==> src/rtl/core/lwte_pkg.sv <==
package lwte_pkg;

  localparam int LineCapacity = 64;
  localparam int WordCapacity = 16;

  // line length counter holds up to LineCapacity-1
  localparam int LenW = $clog2(LineCapacity);
  // capture counter holds up to WordCapacity-1
  localparam int CntW = $clog2(WordCapacity);
  localparam int StoreDepth = WordCapacity - 1;
  localparam int StoreAw = (StoreDepth > 1) ? $clog2(StoreDepth) : 1;

  localparam int TagLen = 5;
  localparam int MatchW = 3;

  localparam logic [7:0] ChCr   = 8'd13;
  localparam logic [7:0] ChLf   = 8'd10;
  localparam logic [7:0] ChZero = 8'd0;

  typedef enum logic [1:0] {
    ST_IDLE = 2'b01,
    ST_EMIT = 2'b10
  } state_e;

  function automatic logic [7:0] tag_char(input logic [MatchW-1:0] pos);
    logic [7:0] ch;
    case (pos)
      3'd0:    ch = 8'h77; // w
      3'd1:    ch = 8'h6f; // o
      3'd2:    ch = 8'h72; // r
      3'd3:    ch = 8'h64; // d
      3'd4:    ch = 8'h3d; // =
      default: ch = 8'h00;
    endcase
    return ch;
  endfunction

endpackage

==> src/rtl/core/lwte_ram.sv <==
module lwte_ram #(
  parameter int Width = 8,
  parameter int Depth = 16
) (
  input  logic                                      clk_i,
  input  logic                                      we_i,
  input  logic [((Depth > 1) ? $clog2(Depth) : 1)-1:0] waddr_i,
  input  logic [Width-1:0]                          wdata_i,
  input  logic                                      re_i,
  input  logic [((Depth > 1) ? $clog2(Depth) : 1)-1:0] raddr_i,
  output logic [Width-1:0]                          rdata_o
);

  logic [Width-1:0] mem_q [Depth];
  logic [Width-1:0] rdata_q;

  always_ff @(posedge clk_i) begin
    if (we_i) begin
      mem_q[waddr_i] <= wdata_i;
    end
    if (re_i) begin
      rdata_q <= mem_q[raddr_i];
    end
  end

  assign rdata_o = rdata_q;

endmodule

==> src/rtl/core/line_word_tag_extractor.sv <==
// Channel  | Direction | Payload                              | Handshake
// rx       | in        | rx_byte_i                            | rx_valid_i / rx_ready_o
// word     | out       | word_char_o, char_index_o, is_last_o | word_valid_o / word_ready_i
//
// A non-terminator byte or an empty line is taken without leaving the idle state.
// A line end with a captured word of n characters reads the capture RAM once per character,
// its registered data loaded into the output register.
// Output stalls hold the emit loop; the rx side is blocked until the last character loads.
// rst_ni clears the line state and the output valid flag; the capture RAM needs no clearing.
module line_word_tag_extractor (
  input  logic                           clk_i,
  input  logic                           rst_ni,
  input  logic                           rx_valid_i,
  output logic                           rx_ready_o,
  input  logic [7:0]                     rx_byte_i,
  output logic                           word_valid_o,
  input  logic                           word_ready_i,
  output logic [7:0]                     word_char_o,
  output logic [lwte_pkg::CntW-1:0]      char_index_o,
  output logic                           is_last_o
);

  lwte_pkg::state_e state_q, state_d;

  logic [lwte_pkg::LenW-1:0]   len_q, len_d;
  logic [lwte_pkg::MatchW-1:0] match_q, match_d;
  logic [lwte_pkg::CntW-1:0]   cap_q, cap_d;
  logic                        ended_q, ended_d;

  logic [lwte_pkg::CntW-1:0]   n_q, n_d;
  logic [lwte_pkg::CntW-1:0]   idx_q, idx_d;

  logic                        out_valid_q, out_valid_d;
  logic [7:0]                  out_char_q, out_char_d;
  logic [lwte_pkg::CntW-1:0]   out_idx_q, out_idx_d;
  logic                        out_last_q, out_last_d;

  logic                        we;
  logic                        re;
  logic [lwte_pkg::CntW-1:0]   raddr;
  logic [7:0]                  rdata;

  logic rx_fire;
  logic is_term;
  logic load_out;
  logic char_last;

  assign rx_ready_o = (state_q == lwte_pkg::ST_IDLE);
  assign rx_fire    = rx_valid_i & rx_ready_o;
  assign is_term    = (rx_byte_i == lwte_pkg::ChCr) || (rx_byte_i == lwte_pkg::ChLf);
  assign load_out   = (state_q == lwte_pkg::ST_EMIT) && (!out_valid_q || word_ready_i);
  assign char_last  = ((idx_q + lwte_pkg::CntW'(1)) == n_q);

  always_comb begin
    state_d     = state_q;
    len_d       = len_q;
    match_d     = match_q;
    cap_d       = cap_q;
    ended_d     = ended_q;
    n_d         = n_q;
    idx_d       = idx_q;
    out_valid_d = out_valid_q;
    out_char_d  = out_char_q;
    out_idx_d   = out_idx_q;
    out_last_d  = out_last_q;
    we          = 1'b0;
    re          = 1'b0;
    raddr       = idx_q;

    if (word_ready_i) begin
      out_valid_d = 1'b0;
    end

    case (state_q)
      lwte_pkg::ST_IDLE: begin
        if (rx_fire) begin
          if (is_term) begin
            if (len_q != '0) begin
              // start the word read-out at entry 0
              if (cap_q != '0) begin
                re      = 1'b1;
                raddr   = '0;
                idx_d   = '0;
                n_d     = cap_q;
                state_d = lwte_pkg::ST_EMIT;
              end
              len_d   = '0;
              match_d = '0;
              cap_d   = '0;
              ended_d = 1'b0;
            end
          end else if (len_q == lwte_pkg::LenW'(lwte_pkg::LineCapacity - 1)) begin
            // overflow: drop the byte and empty the line
            len_d   = '0;
            match_d = '0;
            cap_d   = '0;
            ended_d = 1'b0;
          end else begin
            len_d = len_q + lwte_pkg::LenW'(1);
            if (!ended_q) begin
              if (rx_byte_i == lwte_pkg::ChZero) begin
                ended_d = 1'b1;
              end else if (match_q == lwte_pkg::MatchW'(lwte_pkg::TagLen)) begin
                if (cap_q != lwte_pkg::CntW'(lwte_pkg::WordCapacity - 1)) begin
                  we    = 1'b1;
                  cap_d = cap_q + lwte_pkg::CntW'(1);
                end
              end else if (rx_byte_i == lwte_pkg::tag_char(match_q)) begin
                match_d = match_q + lwte_pkg::MatchW'(1);
              end else if (rx_byte_i == lwte_pkg::tag_char('0)) begin
                match_d = lwte_pkg::MatchW'(1);
              end else begin
                match_d = '0;
              end
            end
          end
        end
      end
      lwte_pkg::ST_EMIT: begin
        if (load_out) begin
          out_valid_d = 1'b1;
          out_char_d  = rdata;
          out_idx_d   = idx_q;
          out_last_d  = char_last;
          if (char_last) begin
            state_d = lwte_pkg::ST_IDLE;
          end else begin
            // advance to the next stored character
            re    = 1'b1;
            raddr = idx_q + lwte_pkg::CntW'(1);
            idx_d = idx_q + lwte_pkg::CntW'(1);
          end
        end
      end
      default: begin
        state_d = lwte_pkg::ST_IDLE;
      end
    endcase
  end

  always_ff @(posedge clk_i or negedge rst_ni) begin
    if (!rst_ni) begin
      state_q     <= lwte_pkg::ST_IDLE;
      len_q       <= '0;
      match_q     <= '0;
      cap_q       <= '0;
      ended_q     <= 1'b0;
      out_valid_q <= 1'b0;
    end else begin
      state_q     <= state_d;
      len_q       <= len_d;
      match_q     <= match_d;
      cap_q       <= cap_d;
      ended_q     <= ended_d;
      out_valid_q <= out_valid_d;
    end
  end

  always_ff @(posedge clk_i) begin
    n_q        <= n_d;
    idx_q      <= idx_d;
    out_char_q <= out_char_d;
    out_idx_q  <= out_idx_d;
    out_last_q <= out_last_d;
  end

  lwte_ram #(
    .Width (8),
    .Depth (lwte_pkg::StoreDepth)
  ) u_store (
    .clk_i   (clk_i),
    .we_i    (we),
    .waddr_i (cap_q[lwte_pkg::StoreAw-1:0]),
    .wdata_i (rx_byte_i),
    .re_i    (re),
    .raddr_i (raddr[lwte_pkg::StoreAw-1:0]),
    .rdata_o (rdata)
  );

  assign word_valid_o = out_valid_q;
  assign word_char_o  = out_char_q;
  assign char_index_o = out_idx_q;
  assign is_last_o    = out_last_q;

endmodule

==> config.mk <==
export PLATFORM = sky130hd
export DESIGN_NAME = line_word_tag_extractor
export DESIGN_NICKNAME = d
export VERILOG_FILES = /design/src/rtl/core/lwte_pkg.sv /design/src/rtl/core/lwte_ram.sv /design/src/rtl/core/line_word_tag_extractor.sv
export SDC_FILE = /design/constraint.sdc
export NUM_CORES = 1
export LEC_CHECK = 0
export ABC_AREA = 0
export ABC_CLOCK_PERIOD_IN_PS = 4600
export BUFFER_PORTS_ARGS = -buffer_cell sky130_fd_sc_hd__buf_2
export CAP_MARGIN = 5
export CELL_PAD_IN_SITES_DETAIL_PLACEMENT = 1
export CELL_PAD_IN_SITES_GLOBAL_PLACEMENT = 1
export CORE_ASPECT_RATIO = 0.9
export CORE_UTILIZATION = 52
export CTS_CLUSTER_SIZE = 16
export DETAILED_ROUTE_END_ITERATION = 12
export PLACE_DENSITY = 0.84
export SLEW_MARGIN = 10
export SYNTH_ARGS = -nofsm -noshare
export SYNTH_HDL_FRONTEND = slang
export SYNTH_SLANG_ARGS = --single-unit
==> constraint.sdc <==
create_clock -name clk_i -period 4.6 [get_ports clk_i]
set_clock_uncertainty 0.05 [all_clocks]
set_input_delay 1.38 -clock clk_i [delete_from_list [all_inputs] [get_ports clk_i]]
set_output_delay 1.38 -clock clk_i [all_outputs]
set_load 0.005 [all_outputs]
# --- After elaboration in Yosys (flattened, before gate mapping) ---
# Memories as Yosys holds them, arrays and structs flattened. A register that Yosys moved wholly into a read port is not among the register bits.
# Cells that the tools add are included.
# W data, S select, Z words.
totals:
  ff_bits: 38
  latch_bits: 0
  mem_bits_rw: 120
  mem_bits_ro: 0
  word_cells: 122
  memories: 1
memory_table:
  columns: ["memory", "words", "width", "read_ports", "rd_ports_with_merged_regs", "write_ports", "line_no", "source"]
  rows:
  - ["u_store.mem_q", 15, 8, 1, 1, 1, "lwte_ram.sv:14", "logic [Width-1:0] mem_q [Depth];"]
classes:
  addsub: 4
  n_mul: 0
  n_div: 0
  n_lt_le_gt_ge: 0
  n_eq_ne: 24
  shifts: 0
  muxes: 65
  bitwise: 1
  n_reduce_logical: 16
ops:
  columns: ["cell", "count"]
  rows:
  - ["$mux W8", 7]
  - ["$mux W4", 13]
  - ["$pmux W7 S5", 1]
  - ["$mux W1", 25]
  - ["$mux W3", 7]
  - ["$mux W6", 3]
  - ["$eq A8 B4 Y1 const B", 2]
  - ["$mux W2", 6]
  - ["$reduce_and A6 Y1", 2]
  - ["$ne A2 B1 Y1 const B", 5]
  - ["$add A4 B1 Y4 const B", 2]
  - ["$eq A8 B7 Y1 const B", 1]
  - ["$eq A8 B8 Y1", 1]
  - ["$logic_not A8 Y1", 1]
  - ["$pmux W4 S2", 1]
  - ["$reduce_and A7 Y1", 1]
  - ["$add A6 B1 Y6 const B", 1]
  - ["$eq A3 B2 Y1 const B", 2]
  - ["$eq A3 B3 Y1 const B", 2]
  - ["$eq A6 B6 Y1 const B", 1]
  - ["$ne A3 B3 Y1 const B", 2]
  - ["$reduce_bool A3 Y1", 2]
  - ["$reduce_bool A6 Y1", 1]
  - ["$reduce_and A5 Y1", 1]
  - ["18 further kinds", 20]

# --- Depth between registers and ports, before layout ---
# Gate-level depths: netlist of the first run.
logic_depth:
  depth_word: 16
  depth_mapped: 13

# --- Cells and area by module ---
# Synthesis of the first run repeated with hierarchy kept, for this count alone.
unflattened:
  hier_cells: 430
  hier_area_um2: 7004.2
modules_own_cells:
  columns: ["module", "instances", "cells_per_inst", "area_per_inst_um2", "seq_area_each_um2"]
  rows:
  - ["lwte_ram", 1, 233, 4921.0, 3843.7]
  - ["line_word_tag_extractor", 1, 197, 2083.2, 1017.2]

# --- Worst setup path before layout of the first run ---
# Ideal clock, no wire load.
synth_path:
  path_kind: "input-to-reg"
  start: "in rx_byte_i[4]"
  end: "reg u_store.rdata_q[0] (netlist: u_store.rdata_o[0]), read port of u_store.mem_q, data pin"
  setup_ns: 0.256
  arrival_time_ns: 3.894
  slack_ns: 0.401
  stages: 9
  path_buffers: 1
  path_cell_list: "or3_1 > a2111oi_4 > a21boi_2 > o21a_1 > nor2_1 > buf_2 > mux2_2 > a221o_1 > o211a_1"
synth_between:
  elab_chain_len: 5
synth_rtl:
  columns: ["element", "line_no", "source"]
  rows:
  - ["start, declared", "line_word_tag_extractor.sv:15", "input logic [7:0] rx_byte_i,"]
  - ["$eq A8 B4 Y1", "line_word_tag_extractor.sv:50", "assign is_term = (rx_byte_i == lwte_pkg::ChCr) || (rx_byte_i == lwte_pkg::ChLf);"]
  - ["$logic_or A1 B1 Y1 *", "line_word_tag_extractor.sv:50", null]
  - ["$mux W4 / $mux W1 (equally long branches)", "line_word_tag_extractor.sv:77", "if (is_term) begin"]
  - ["$mux W4 / $mux W1 (equally long branches)", "line_word_tag_extractor.sv:76", "if (rx_fire) begin"]
  - ["$pmux W4 S2 / $pmux W1 S2 (equally long branches)", "line_word_tag_extractor.sv:74", "case (state_q)"]
  - ["end, declared", "lwte_ram.sv:15", "logic [Width-1:0] rdata_q;"]
# Every way passes the cells marked *; elsewhere a longest branch is shown, timed or not.
# A chain may end at the register's enable or synchronous reset.

# --- Worst setup path in the final report of the first run ---
layout_path:
  start: "in rx_byte_i[0]"
  end: "reg u_store.rdata_q[3] (netlist: u_store.rdata_o[3]), read port of u_store.mem_q, data pin"
# Same word-level chain as after synthesis.

==> results of run 1 <==
[path summary, 6_finish.rpt]
| path | start | to | slack (ns) | cells past startpoint |
|---|---|---|---|---|
| max | rx_byte_i[0] | u_store.rdata_o[3] | 0.46 | 9 |
| min | u_store.rdata_o[7] | word_char_o[7] | 0.38 | 0 |
| max reg2reg | idx_q[0] | u_store.rdata_o[3] | 0.68 | 11 |
| min reg2reg | u_store.rdata_o[7] | word_char_o[7] | 0.38 | 0 |
| max in group asynchronous | rst_ni | state_q[0] | 3.33 | 1 |
| min in group asynchronous | rst_ni | word_valid_o | 0.83 | 1 |
[logic make-up after synthesis]
kind of cell / Yosys count / synth area share, %
AOI/OAI and AO/OA: 107 / 11.6
buffers and inverters: 38 / 2.67
DFF: 166 / 66.2
xor gates and xnor gates: 10 / 1.40
adders and majority gates: 14 / 2.39
and+or+nand+nor: 151 / 10.7
muxes: 35 / 5.04
[metrics by stage]
| stage | instances | cell area [um^2] | hold WS, ns | utilization, % |
|---|---|---|---|---|
| after CTS | 765 | 8330 | 0.380 | 61.4 |
| after global routing | 765 | 8330 | 0.392 | 61.4 |
| after detailed placement | 733 | 7740 | 0.366 | 57.1 |
| after global placement | 733 | 7740 | 0.372 | 57.1 |
| final | 765 | 8330 | 0.377 | 61.4 |
| after floorplan | 521 | 7340 | 0.350 | - |
[synth_stat cells (10+ instances only)]
library cell	instances	share of area, %
nor2_1	26	1.3
nand2_1	21	1.1
dfrtp_1	16	5.5
o211a_1	10	1.4
ha_1	14	2.4
edfxtp_1	145	59
o2111ai_1	15	1.8
a21oi_1	12	0.82
a31oi_1	10	0.85
o21ai_0	20	1.4
and2_1	18	1.5
nand3_1	46	3.1
mux2i_1	19	2.6
inv_1	13	0.66
mux2_2	16	2.5
[routing by layer]
layer	track usage, %	part of all wire (%)	vias to the layer above
li1	-	-	2126
met5	0	0	-
met3	6.14	5.5	41
met2	51.5	51	189
met4	12.4	2.4	0
met1	36.9	41	2551
[registers in the layout, summed over array words and instances, names as in the netlist]
name and cells:
cap_q 4, char_index_o 4, ended_q 1, idx_q 4, is_last_o 1, len_q 6, match_q 3, n_q 4
state_q 2, u_store.mem_q 120, u_store.rdata_o 8, word_char_o 8, word_valid_o 1
[power breakdown]
part	internal, mW	switching, mW
sequential	1.65	0.0325
clock	0.855	0.601
combinational	0.0396	0.0766
total	2.55	0.710
[final cells by class]
type                    instances  share of cell area [%]
flip-flops and latches        166                    58.4
clock buffers                  20                    5.24
clock inverters                12                    1.82
inverters                      16                   0.751
well taps                     189                    2.84
multi-input cells             317                    27.6
repair buffers                 45                    3.43
[worst max-delay path, delay by kind of cell]
| kind | cells | cell delay (ns) |
|---|---|---|
| buffers and inverters | 1 | 0.16 |
| AO/OA/AOI/OAI | 5 | 1.52 |
| AND/OR/NAND/NOR | 3 | 1.22 |
==> summary.txt, run 1 <==
Layout
  • Number of antenna diodes: 0
  • # fillers: 1287
  • Most frequent cells in the layout: edfxtp_1, nand3_1, buf_2, nor2_1, nand2_1
  • Commonest non-fill, non-tap cell in the layout: edfxtp_1
  • Register Area: 4860 um^2
  • Multi-input logic area: 2290 um^2
  • Final Net Count: 589
  • Area grow syn2layout: 13.4%
  • Proportion of layout cells with a drive suffix above 1: 18.9%

Yosys
  • EDFF count, synth: 145
  • Post-Syn Area: 7340 um^2
  • Syn Area/Cell: 14.1 um^2
  • Syn_nets: 547
  • Yosys warns: 0
  • Synth cell types: 67
  • Seq cells post-synth: 166
  • Main flop type after synthesis: edfxtp_1
  • Gate count of the mapped netlist: 521
  • Fraction of registers with async set/reset: 10.2%
  • Seq/Total Area, Yosys: 66.2%

Setup path
  • Crit-path cells: buf_2 -> or3b_1 -> a2111oi_4 -> a21boi_2 -> or2_4 -> a221oi_2 -> and2_1 -> o2111ai_1 -> o211a_1
  • Critical path required time: 4.75 ns
  • Critical path's largest stage delay: 0.50 ns
  • Startpoint class of the critical path: primary input
  • WS Path Type: primary input to register
  • Worst path slowest cell: and2_1
  • CP arrival: 4.29 ns
  • CP endpoint kind: register
  • Critical-path maximum fanout: 8

Clock network
  • CTS Hold Bufs: 0
  • H-Tree Depth: 4
  • CTS tree: built
  • Worst-Skew Late Latency: 0.44 ns
  • # Post-CTS Setup Buffers: 0
  • CTS buffer count: 17
  • Clock transition at path regs: 0.07 ns
  • CTS Sinks: 166
  • Clock Tree Buf Depth: 2
  • Post-CTS sizing: 0
  • CTS root buffer: clkbuf_16

Floorplanning
  • Die Y: 115 um
  • Io pins: 27
  • Die area: 14600 um^2
  • Number of placement rows: 40
  • Core area: 13600 um^2
  • Starting Density: 54.2%
  • Die width: 127 um

GRT
  • Tot GR Track Use: 29.8%
  • Vias in the first global route: 5156
  • First-pass GRT wire length: 31.1 mm
  • Total gr overflow: 0
  • Largest net degree at the start of global routing: 37
  • Initial antenna violation count: 0

Drt
  • Total number of vias: 4907
  • Drt pass-1 iters: 4
  • Antenna Violating Nets Remaining: 0
  • Iteration-0 DRC Markers: 521
  • Drt total wl: 20.5 mm
  • Via density per instance: 6.41
  • Routed len/inst: 26.8 um
  • Number of remaining DRC errors: 0

Place
  • Post-DP HPWL: 13.2 mm
  • Routability congestion estimate: 0.831
  • Pre-CTS setup slack: 0.119 ns
  • Port buffer count: 26

STA
  • Setup TNS: 0 ns
  • Setup Viol. Count Final: 0
  • Worst-Margin Slew: 0.773 ns
  • Final Hold Viols: 0
  • Final period util: 90.0%
  • RSZ-0062 raised after global routing: no
  • Final WS setup: 0.460 ns
  • Fmax: 0.242 GHz
  • Max_slew headroom: 48.1%
  • Min cycle time layout: 4.14 ns
  • Max Slew Vio Count: 0

Pwr
  • Power, Total: 3.26 mW
  • P_leak: 2.87 nW
  • Peak VDD IR: 0.270 mV
  • Pwr per Cell Area: 391 nW/um^2

Status
  • Status: finished, final reports clean

Job
  • Max cap viols: 0

Hold path
  • Hold Crit Class: register to register
No activity file was read; power rests on OpenSTA's default activity.
==> run 2: changes to the inputs <==
PLACE_DENSITY = 0.75   (was 0.84)
==> summary.txt, run 2 (synthesized netlist as in run 1, its figures left out) <==
Pwr
  • Sw Ratio: 21.4%
  • Seq pwr share: 49.8%
  • Psw: 727 uW
  • Peak VDD IR: 0.306 mV
  • Internal power: 2.66 mW
  • P_leak: 2.91 nW
  • Clock share of power: 46.8%
  • Comb pwr share: 3.4%
  • Pwr per Cell Area: 403 nW/um^2
  • Power, Total: 3.39 mW

GRT
  • Total gr overflow: 0
  • Initial antenna violation count: 1
  • Tot GR Track Use: 27.9%
  • Vias in the first global route: 4927
  • First-pass GRT wire length: 28.7 mm
  • Largest net degree at the start of global routing: 45

Hold path
  • Hold Crit Class: register to register
  • Worst hold stages: 0
  • Hold Crit Start: u_store.rdata_o[5]

Clock network
  • # Post-CTS Setup Buffers: 0
  • H-Tree Depth: 4
  • CTS Hold Bufs: 0
  • CTS buffer count: 17
  • CTS root buffer: clkbuf_16
  • Post-CTS sizing: 0
  • Clock transition at path regs: 0.07 ns
  • CTS tree: built
  • CTS Sinks: 166
  • Clock Tree Buf Depth: 2
  • Worst-Skew Late Latency: 0.44 ns

STA
  • Final Hold Viols: 0
  • Setup Viol. Count Final: 0
  • Min cycle time layout: 4.06 ns
  • Worst-Margin Slew: 1.10 ns
  • Setup TNS: 0 ns
  • Max_slew headroom: 26.4%
  • Final period util: 88.3%
  • Max Slew Vio Count: 0
  • RSZ-0062 raised after global routing: no
  • Fmax: 0.246 GHz

Drt
  • Antenna Violating Nets Remaining: 0
  • Drt total wl: 18.6 mm
  • Drt pass-1 iters: 5
  • Via density per instance: 6.13
  • Total number of vias: 4703
  • Routed len/inst: 24.3 um
  • Iteration-0 DRC Markers: 481
  • Number of remaining DRC errors: 0

Place
  • Port buffer count: 26
  • Post-DP HPWL: 12.6 mm
  • Placed cells: 735
  • Routability congestion estimate: 0.846

Floorplanning
  • Die Y: 115 um
  • Die width: 127 um
  • Number of placement rows: 40
  • Starting Density: 54.2%
  • Core area: 13600 um^2
  • Die area: 14600 um^2
  • Io pins: 27

Setup path
  • Critical path's top delay family: compound AO/OA/AOI/OAI gates
  • Crit-path cells: buf_2 -> or3b_1 -> a2111oi_4 -> a21boi_2 -> o21a_1 -> nor2_4 -> buf_12 -> mux2_2 -> a221o_1 -> o211a_1
  • WP depth: 10
  • Critical path's largest stage delay: 0.48 ns
  • Crit path from: rx_byte_i[1]
  • RR Startpoint: idx_q[0]
  • WS Path Type: primary input to register
  • Worst path slowest cell: a2111oi_4
  • Critical-path maximum fanout: 44
  • Critical path required time: 4.74 ns
  • Worst Path Buf+Inv: 2
  • R2R depth: 10
  • CP arrival: 4.20 ns
  • Startpoint class of the critical path: primary input
  • CP endpoint kind: register

Layout
  • Max reg flops: 120
  • Number of antenna diodes: 0
  • Proportion of layout cells with a drive suffix above 1: 19.7%
  • # fillers: 1293
  • Final Net Count: 591
  • Fin cells: 767
  • Most flop-heavy register: u_store.mem_q
  • Commonest non-fill, non-tap cell in the layout: edfxtp_1
  • Most frequent cells in the layout: edfxtp_1, nand3_1, buf_2, nor2_1, nand2_1
  • Area grow syn2layout: 14.6%

Status
  • Status: finished, final reports clean

Job
  • Max cap viols: 0
run 2: worst paths after layout:
kind	to	slack, ns
worst min register to register	word_char_o[5]	0.37
worst max-delay path	u_store.rdata_o[3]	0.54
max in group asynchronous	state_q[0]	3.37
min in group asynchronous	len_q[4]	0.81
worst min-delay path	word_char_o[5]	0.37
worst max register to register	u_store.rdata_o[3]	0.76
run 2: power groups by stage:
stage	combinational [mW]	clock, mW	sequential (mW)
after CTS	0.117	1.60	1.69
final	0.117	1.59	1.69
after global routing	0.135	1.66	1.69
after floorplan	0.0615	0	1.71
after detailed placement	0.117	0	1.72
after global placement	0.108	0	1.71
run 2: stage by stage:
step | instance area, um^2 | utilization (%) | hold WS [ns] | setup WS (ns)
final | 8420 | 62.1 | 0.371 | 0.536
after global routing | 8420 | 62.1 | 0.383 | 0.444
after CTS | 8420 | 62.1 | 0.372 | 0.549
after detailed placement | 7770 | 57.3 | 0.356 | 0.127
after global placement | 7770 | 57.3 | 0.353 | 0.218
after floorplan | 7340 | - | 0.350 | 0.401
run 2: layout make-up:
cell class / count / area, um^2 / share of cell area (%)
Clock buffer: 18 / 429 / 5.10
Clock inverter: 14 / 223 / 2.65
Inverter: 16 / 62.6 / 0.743
Multi-Input combinational cell: 317 / 2290 / 27.3
Sequential cell: 166 / 4860 / 57.7
Tap cell: 189 / 236 / 2.81
Timing Repair Buffer: 47 / 313 / 3.72
run 2: routing by layer:
layer	wire length, um	vias up	GRT usage [%]
met5	0	-	0
met4	338	0	10.0
met3	846	29	6.79
met2	9100	141	46.0
met1	8340	2408	36.2
li1	-	2125	-
==> run 3: changes to the inputs <==
GPL_TIMING_DRIVEN = 0   (was default)
RECOVER_POWER = 100   (was default)
==> summary.txt, run 3 (synthesized netlist as in run 1, its figures left out) <==
Status
  • Status: finished, final reports clean

STA
  • Min cycle time layout: 4.43 ns
  • Max Slew Vio Count: 0
  • Setup Viol. Count Final: 0
  • Worst-Margin Slew: 1.23 ns
  • Final Hold Viols: 0
  • Fmax: 0.225 GHz
  • Final WS setup: 0.165 ns
  • Max_slew headroom: 17.2%
  • Final period util: 96.4%
  • RSZ-0062 raised after global routing: no

Drt
  • Total number of vias: 4657
  • Routed len/inst: 22.9 um
  • Drt total wl: 17.6 mm
  • Via density per instance: 6.06
  • Drt pass-1 iters: 5
  • Iteration-0 DRC Markers: 402
  • Number of remaining DRC errors: 0
  • Antenna Violating Nets Remaining: 0

Clock network
  • Clock Tree Buf Depth: 2
  • Worst-Skew Late Latency: 0.43 ns
  • CTS tree: built
  • H-Tree Depth: 4
  • CTS root buffer: clkbuf_16
  • Clock transition at path regs: 0.06 ns
  • CTS Sinks: 166
  • CTS buffer count: 17

Floorplanning
  • Starting Density: 54.2%
  • Number of placement rows: 40
  • Die Y: 115 um
  • Core area: 13600 um^2
  • Die width: 127 um
  • Die area: 14600 um^2
  • Io pins: 27

Layout
  • Max reg flops: 120
  • Multi-input logic area: 2290 um^2
  • Number of antenna diodes: 0
  • Fin cells: 769
  • Proportion of layout cells with a drive suffix above 1: 16.9%
  • Most frequent cells in the layout: edfxtp_1, nand3_1, nor2_1, buf_2, nand2_1
  • Layout Utilization: 61.3%
  • Register Area: 4860 um^2
  • Commonest non-fill, non-tap cell in the layout: edfxtp_1
  • Area grow syn2layout: 13.2%
  • Most flop-heavy register: u_store.mem_q
  • # fillers: 1300
  • Final Net Count: 593

Hold path
  • Hold Crit Class: register to register
  • Worst hold stages: 0
  • Hold Crit Start: u_store.rdata_o[0]
  • Worst Hold Path EP: word_char_o[0]

GRT
  • Initial antenna violation count: 0
  • GR Util met1: 35.1%
  • First-pass GRT wire length: 27.0 mm
  • Met3 usage: 4.28%
  • Met2 GRT Util: 41.5%
  • Vias in the first global route: 4740
  • Total gr overflow: 0
  • GR peak layer: met2
  • Largest net degree at the start of global routing: 24
  • Tot GR Track Use: 25.7%

Place
  • Routability congestion estimate: 0.860
  • Post-DP HPWL: 11.9 mm
  • Port buffer count: 26
  • Placed cells: 736
  • Pre-CTS setup slack: -0.497 ns

Setup path
  • CP endpoint kind: register
  • R2r setup slk: 0.61 ns
  • R2R Path End: u_store.rdata_o[3]
  • Critical path required time: 4.72 ns
  • Startpoint class of the critical path: primary input
  • CP arrival: 4.55 ns
  • RR Startpoint: state_q[0]
  • WS Path Type: primary input to register
  • R2R depth: 12
  • Critical-path maximum fanout: 20

Pwr
  • Pwr per Cell Area: 393 nW/um^2
  • P_leak: 2.84 nW
  • Peak VDD IR: 0.269 mV

Job
  • Max cap viols: 0
-- run 3: layout make-up --
| type | count | area share [%] |
|---|---|---|
| Buffer | 22 | 1.57 |
| Sequential cell | 166 | 58.5 |
| Tap cell | 189 | 2.84 |
| Multi-Input combinational cell | 317 | 27.5 |
| Clock buffer | 17 | 5.12 |
| Inverter | 16 | 0.752 |
| Timing Repair Buffer | 27 | 1.50 |
| Clock inverter | 15 | 2.24 |
-- run 3: metrics by stage --
step           power, mW  setup TNS [ns]  hold WS, ns  instance area [um^2]
3_3_place_gp        1.82           -3.12        0.351                  7710
6_report            3.27               0        0.373                  8310
2_1_floorplan       1.77               0        0.350                  7340
4_1_cts             3.29               0        0.375                  8330
3_5_place_dp        1.83           -3.57        0.358                  7710
5_1_grt             3.33               0        0.381                  8310
-- run 3: routing by layer --
metal	vias up	share of wire (%)
met5	-	0
met4	0	2.1
met3	31	3.9
met2	120	48
met1	2379	46
li1	2127	-
-- run 3: how the worst max path moves through the flow --
stage | end | slack [ns] | from | cells after the start
after floorplan | u_store.rdata_o[0] | 0.40 | rx_byte_i[4] | 9
after global placement | u_store.rdata_o[3] | -0.44 | rx_byte_i[1] | 10
after detailed placement | u_store.rdata_o[4] | -0.50 | rx_byte_i[1] | 10
after CTS | u_store.rdata_o[3] | 0.10 | rx_byte_i[1] | 10
after global routing | u_store.rdata_o[7] | 0.03 | rx_byte_i[1] | 11
final | u_store.rdata_o[3] | 0.17 | rx_byte_i[2] | 10
-- run 3: critical path, cell delays in order --
cell,delay (ns)
buf_2,0.26
or3b_1,0.45
a2111oi_4,0.47
a21boi_2,0.18
o21a_1,0.33
nor2_1,0.17
buf_2,0.29
mux2_2,0.37
a221o_1,0.37
o211a_1,0.27
-- run 3: what timing repair did --
action	4_1_cts	5_1_grt
endpoints found under the setup margin	7	6
pin swaps	1	0
setup buffers	1	0
gates resized for setup	0	1
hold buffers	0	0
-- run 3: power by group --
part           switching (mW)  internal [mW]  leakage, nW  total, mW
Sequential             0.0300           1.65         1.55       1.68
Clock                   0.651          0.827        0.301       1.48
Combinational          0.0732         0.0357        0.990      0.109
Total                   0.754           2.52         2.84       3.27
